**src/hdl/point_in_polygon_assert.svh**
```systemverilog
// ----------------------------------------------------------------------------
// Point-in-polygon assertion macros
// Concurrent assertion helpers for the point-in-polygon block. They compile
// to nothing when SYNTHESIS is defined.
// ----------------------------------------------------------------------------
`ifndef POINT_IN_POLYGON_ASSERT_SVH
`define POINT_IN_POLYGON_ASSERT_SVH

`ifndef SYNTHESIS
`define PIP_ASSERT(lbl, prop, msg) \
  lbl: assert property (@(posedge clk_i) disable iff (!rst_ni) prop) else $error(msg);
`define PIP_ASSERT_NEVER(lbl, cond, msg) \
  lbl: assert property (@(posedge clk_i) disable iff (!rst_ni) !(cond)) else $error(msg);
`else
`define PIP_ASSERT(lbl, prop, msg)
`define PIP_ASSERT_NEVER(lbl, cond, msg)
`endif

`endif

```
**src/hdl/pip_pkg.sv**
```systemverilog
// ----------------------------------------------------------------------------
// Point-in-polygon package
// Sizes, request codes, item types and the command and status bundles that
// join the controller and the datapath.
// ----------------------------------------------------------------------------
package pip_pkg;

  localparam int unsigned MAX_VERTICES = 64;
  localparam int unsigned MAX_SEGMENTS = 64;
  localparam int unsigned COORD_BITS   = 32;
  localparam int unsigned IDX_W        = $clog2(MAX_SEGMENTS);
  localparam int unsigned VIDX_W       = $clog2(MAX_VERTICES);
  localparam int unsigned CNT_W        = 7;
  localparam int unsigned DIFF_W       = COORD_BITS + 1;
  localparam int unsigned PROD_W       = 2 * DIFF_W;

  localparam logic [CNT_W-1:0] SEG_COUNT_RESET = 7'd3;

  // Request codes carried in req_type.
  localparam logic [1:0] REQ_VERTEX  = 2'd0;
  localparam logic [1:0] REQ_SEGMENT = 2'd1;
  localparam logic [1:0] REQ_QUERY   = 2'd2;

  typedef struct packed {
    logic [1:0]                   req_type;
    logic [5:0]                   entry_index;
    logic signed [COORD_BITS-1:0] coord_x;
    logic signed [COORD_BITS-1:0] coord_y;
    logic [5:0]                   seg_first;
    logic [5:0]                   seg_second;
  } pip_in_t;

  typedef struct packed {
    logic             inside_res;
    logic [CNT_W-1:0] crossings_left;
  } pip_out_t;

  typedef struct packed {
    logic             start;
    logic             vtx_we;
    logic             seg_we;
    logic             issue;
    logic [IDX_W-1:0] issue_idx;
    logic             finish;
  } pip_cmd_t;

  typedef struct packed {
    logic pipe_busy;
    logic out_free;
  } pip_sts_t;

endpackage

```
**src/hdl/pip_ctrl.sv**
```systemverilog
// ----------------------------------------------------------------------------
// Point-in-polygon controller
// Takes items, holds the segment count register and sequences the segment
// walk of a query through the datapath.
// ----------------------------------------------------------------------------
module pip_ctrl (
  input  logic                    clk_i,
  input  logic                    rst_ni,
  input  logic                    in_valid_i,
  output logic                    in_stall_o,
  input  logic [1:0]              req_type_i,
  input  logic                    cfg_we_i,
  input  logic [6:0]              cfg_wdata_i,
  input  pip_pkg::pip_sts_t       sts_i,
  output pip_pkg::pip_cmd_t       cmd_o
);
  import pip_pkg::*;

  typedef enum logic [2:0] {
    ST_IDLE  = 3'b001,
    ST_WALK  = 3'b010,
    ST_DRAIN = 3'b100
  } state_e;

  state_e           state_q, state_d;
  logic [CNT_W-1:0] seg_cnt_q;
  logic [IDX_W-1:0] idx_q, idx_d;
  logic [CNT_W-1:0] walk_len;
  logic             accept;
  logic             last_seg;

  assign in_stall_o = (state_q != ST_IDLE);
  assign accept     = in_valid_i && !in_stall_o;

  // Counts above the table size walk the whole table.
  assign walk_len = (seg_cnt_q > CNT_W'(MAX_SEGMENTS)) ? CNT_W'(MAX_SEGMENTS) : seg_cnt_q;
  assign last_seg = (CNT_W'(idx_q) == (walk_len - CNT_W'(1)));

  always_comb begin
    state_d         = state_q;
    idx_d           = idx_q;
    cmd_o           = '0;
    cmd_o.issue_idx = idx_q;
    unique case (state_q)
      ST_IDLE: begin
        if (accept) begin
          cmd_o.vtx_we = (req_type_i == REQ_VERTEX);
          cmd_o.seg_we = (req_type_i == REQ_SEGMENT);
          if (req_type_i == REQ_QUERY) begin
            cmd_o.start = 1'b1;
            idx_d       = '0;
            state_d     = (walk_len == '0) ? ST_DRAIN : ST_WALK;
          end
        end
      end
      ST_WALK: begin
        cmd_o.issue = 1'b1;
        if (last_seg) begin
          state_d = ST_DRAIN;
        end else begin
          idx_d = idx_q + IDX_W'(1);
        end
      end
      ST_DRAIN: begin
        if (!sts_i.pipe_busy && sts_i.out_free) begin
          cmd_o.finish = 1'b1;
          state_d      = ST_IDLE;
        end
      end
      default: begin
        state_d = ST_IDLE;
      end
    endcase
  end

  always_ff @(posedge clk_i or negedge rst_ni) begin
    if (!rst_ni) begin
      state_q   <= ST_IDLE;
      idx_q     <= '0;
      seg_cnt_q <= SEG_COUNT_RESET;
    end else begin
      state_q <= state_d;
      idx_q   <= idx_d;
      if (cfg_we_i) begin
        seg_cnt_q <= cfg_wdata_i;
      end
    end
  end

endmodule

```
**config.mk**
```make
export PLATFORM = sky130hd
export DESIGN_NAME = pip_ctrl
export DESIGN_NICKNAME = d
export VERILOG_FILES = /design/src/hdl/point_in_polygon_assert.svh /design/src/hdl/pip_pkg.sv /design/src/hdl/pip_ctrl.sv
export SDC_FILE = /design/constraint.sdc
export NUM_CORES = 1
export LEC_CHECK = 0
export ABC_AREA = 1
export BUFFER_PORTS_ARGS = -buffer_cell sky130_fd_sc_hd__buf_2
export CAP_MARGIN = 20
export CORE_ASPECT_RATIO = 0.7
export CORE_UTILIZATION = 25
export DETAILED_ROUTE_END_ITERATION = 8
export HOLD_SLACK_MARGIN = 0.03
export PLACE_DENSITY = 0.45
export SLEW_MARGIN = 0
export SYNTH_ARGS = -nofsm -noshare
export SYNTH_HDL_FRONTEND = slang
export SYNTH_SLANG_ARGS = --single-unit
export TNS_END_PERCENT = 100
```
**constraint.sdc**
```tcl
create_clock -name clk_i -period 2.3 [get_ports clk_i]
set_clock_uncertainty 0.15 [all_clocks]
set_input_delay 0.115 -clock clk_i [delete_from_list [all_inputs] [get_ports clk_i]]
set_output_delay 0.115 -clock clk_i [all_outputs]
set_load 0.05 [all_outputs]
```
==> impl_metrics.env <==
export IMPL_max_slew_margin_pct=67.63
export IMPL_die_width_um=82.22
export IMPL_synth_most_common_cell="nand2_1"
export IMPL_cts_sinks=16
export IMPL_dp_cells=250
export IMPL_synth_top_family_by_area="simple AND/OR/NAND/NOR gates"
export IMPL_finalNetCount=238
export IMPL_yosys_warnings=0
export IMPL_clk_pin_slew_worst_paths_ns=0.07
export IMPL_synth_fa_ha_area_share_pct=3.333
export IMPL_design_area_um2=1693
export IMPL_drv_slew=0
export IMPL_p_leak_uw=0.0008780
export IMPL_vias=1165
export IMPL_worst_path_buf_inv=0
export IMPL_synth_edf_count=0
export IMPL_postRouteAntennaNets=0
export IMPL_routed_wl_um=2965
export IMPL_crit_top_cell="nand2_4"
export IMPL_numCtsBuffers=3
export IMPL_grt_max_degree=17
export IMPL_vias_per_cell=4.252
export IMPL_placed_area_um2=1431
export IMPL_fin_ws_ns=-0.03818
export IMPL_n_fill_cell=456
export IMPL_dpl_hpwl_um=2119
export IMPL_worst_pin_slew_ns=0.4829
export IMPL_syn_inst=156
export IMPL_grt_pass1_vias=1099
export IMPL_first_pass_iters=4
export IMPL_synth_seq_cells=16
export IMPL_critPathArrivalTime_ns=2.33
export IMPL_holdPathEnd="seg_cnt_q[3]"
export IMPL_synth_cell_types=26
export IMPL_cts_htree_levels=1
export IMPL_yosysTopAreaCell="dfrtp_1"
export IMPL_crit_fanout=6
export IMPL_area_growth_syn_to_layout_pct=50.33
export IMPL_clockBufferDepth=2
export IMPL_worst_r2r_endpoint="idx_q[5]"
export IMPL_grt_first_pass_wirelength_um=5154
export IMPL_drv_cap=0
export IMPL_initial_core_util_pct=26.01
export IMPL_critPathCaptureType="flip-flop"
export IMPL_path_cells="nor2_4 > nand3_2 > nand2_4 > nand2_4 > ha_4 > xnor2_1 > nor2_1 > nand3_1 > nor2_1 > nand2_1 > nor2_2 > nand3_2 > nand2_4 > nand2_4 > nand2_1 > nand2_1"
export IMPL_rsz0062_at_grt="true"
export IMPL_drive_gt1_share_pct=36.99
export IMPL_hold_viol=0
export IMPL_cpLargestDelayFamily="simple AND/OR/NAND/NOR gates"
export IMPL_peakVddDrop_mv=0.2613
export IMPL_crit_start="seg_cnt_q[4]"
export IMPL_die_h_um=58.15
export IMPL_fin_setup_tns_ns=-0.1627
export IMPL_rr_startpoint="seg_cnt_q[4]"
export IMPL_root_buffer="clkbuf_8"
export IMPL_coreArea_um2=4329
export IMPL_antenna_cells=0
export IMPL_async_flop_share_pct=100.0
export IMPL_clock_latency_ns=0.26
export IMPL_io_buffer_count=26
export IMPL_fmaxAchievable_mhz=427.7
export IMPL_synth_top_cell_area_share_pct=28.89
export IMPL_globalplace_congestion=0.7751
export IMPL_finalCritPeriodShare_pct=101.7
export IMPL_synth_compound_area_share_pct=5.111
export IMPL_worstSetupPathType="reg -> reg"
export IMPL_muxShareOfSynthArea_pct=3.000
export IMPL_setup_viol=6
export IMPL_synth_nets=174
export IMPL_regToRegSetupSlack_ns=-0.04
export IMPL_wl_per_cell_um=10.82
export IMPL_powerDensity_nw_per_um2=583.8
export IMPL_worstHoldStart="cfg_we_i"
export IMPL_finalCriticalPeriod_ns=2.338
export IMPL_r2r_cells=16
export IMPL_overflow=0
export IMPL_hold_depth=3
export IMPL_violations="setup timing"
export IMPL_syn_cell_area_um2=1126
export IMPL_stdcell_count=274
export IMPL_synth_area_leaders="dfrtp_1, nand2_1, nand3_1"
export IMPL_synth_xor_area_share_pct=4.667
export IMPL_critPathSlowestCell="dfrtp_1"
export IMPL_die_area_um2=4781
export IMPL_slowest_delay_ns=0.41
export IMPL_drt_iter0_drc=81
export IMPL_synth_commonest_cells="nand2_1, inv_1, nand3_1"
export IMPL_ys_dominant_reg_cell="dfrtp_1"
export IMPL_num_io_pins=27
export IMPL_cts_tree="yes"
export IMPL_critPathLaunchType="flip-flop"
export IMPL_syn_area_per_cell_um2=7.218
export IMPL_row_count=20
export IMPL_antenna_found_initial=0
export IMPL_grt_usage_pct=14.48
export IMPL_synth_simple_area_share_pct=39.89
export IMPL_drc_errors=0
export IMPL_yosysSeqAreaShare_pct=35.89
export IMPL_hp_class="in -> reg"
export IMPL_status="finished, violations left"
export IMPL_critPathRequiredTime_ns=2.29
timing repair:
| action | CTS | global route |
|---|---|---|
| hold buffers | 9 | 0 |
| endpoints found under the setup margin | 8 | 8 |
| gates resized for setup | 6 | 4 |
| endpoints found under the hold margin | 24 | 0 |
| buffers inserted | 9 | 1 |
| cloned | 1 | 0 |
| pin swaps | 9 | 6 |
final cells by class:
class,instances,area [µm²],share of cell area (%)
inverter,22,82.58,4.878
timing repair buffer,60,407.9,24.09
tap,55,68.82,4.065
multi-input combinational,117,684.4,40.43
sequential,16,404.1,23.87
clock buffer,4,45.04,2.661
worst reg2reg max path: cells and delay by family, from the launching register on:
family	cells	cell delay, ns
adders and majority gates	1	0.23
xor gates and xnor gates	1	0.12
DFF	1	0.41
and+or+nand+nor	14	1.30
registers in the layout (all words and copies together), names as in the netlist:
register and cells:
state_q 3, idx_q 6, seg_cnt_q 7
how the worst max path moves through the flow:
| stage | endpoint | slack, ns | cells after the start |
|---|---|---|---|
| after floorplan | idx_q[3] | 0.03 | 7 |
| after global placement | idx_q[0] | -0.17 | 16 |
| after detailed placement | idx_q[2] | -0.12 | 16 |
| after CTS | idx_q[1] | -0.03 | 16 |
| after global routing | idx_q[2] | -0.13 | 16 |
| final | idx_q[5] | -0.04 | 16 |
report_power, final:
group / total, µW / internal (µW) / leakage (µW) / switching, µW
Sequential: 343 / 317 / 0.000203 / 26.2
Combinational: 417 / 167 / 0.000652 / 250
Clock: 228 / 123 / 0.0000228 / 105
Total: 988 / 607 / 0.000878 / 381
cells by family (layout without fill, tap and decap cells):
kind of cell,count (synthesis),after routing
flops,16,16
mux,3,3
compound gates,10,10
buf+inv,24,86
simple gates,94,95
fa+ha+maj,3,3
xor+xnor,6,6
layout by cell type, fill, tap and decap left out, drive strengths merged:
cell type,instances
o21ai,6
a21oi,2
buf,51
ha,3
clkbuf,4
nor2,16
nand2,50
dlygate4sd3,9
nand3b,1
nand4,4
nor3,5
dfrtp,13
a31oi,1
nand3,19
dfstp,3
mux2,3
o31ai,1
xor2,2
inv,22
xnor2,4
stage by stage:
step | utilization, % | power [µW] | setup slack (ns) | hold slack, ns
after CTS | 38.58 | 985.9 | -0.03473 | 0.05031
after detailed placement | 33.06 | 707.5 | -0.1162 | -0.08768
after global placement | 33.06 | 711.7 | -0.1733 | -0.08473
final | 39.10 | 988.2 | -0.03818 | 0.04814
after floorplan | - | 590.0 | 0.03188 | -0.3306
after global routing | 39.10 | 1055 | -0.1350 | 0.08887
layer usage:
| metal | global-route usage (%) | part of all wire (%) | up-vias |
|---|---|---|---|
| met5 | 0 | 0 | - |
| met4 | 3.759 | 1.2 | 0 |
| met3 | 3.622 | 3.7 | 4 |
| met2 | 19.95 | 41 | 23 |
| met1 | 22.02 | 54 | 513 |
| li1 | - | - | 625 |
Note: power is estimated with default switching activity, not from simulation.
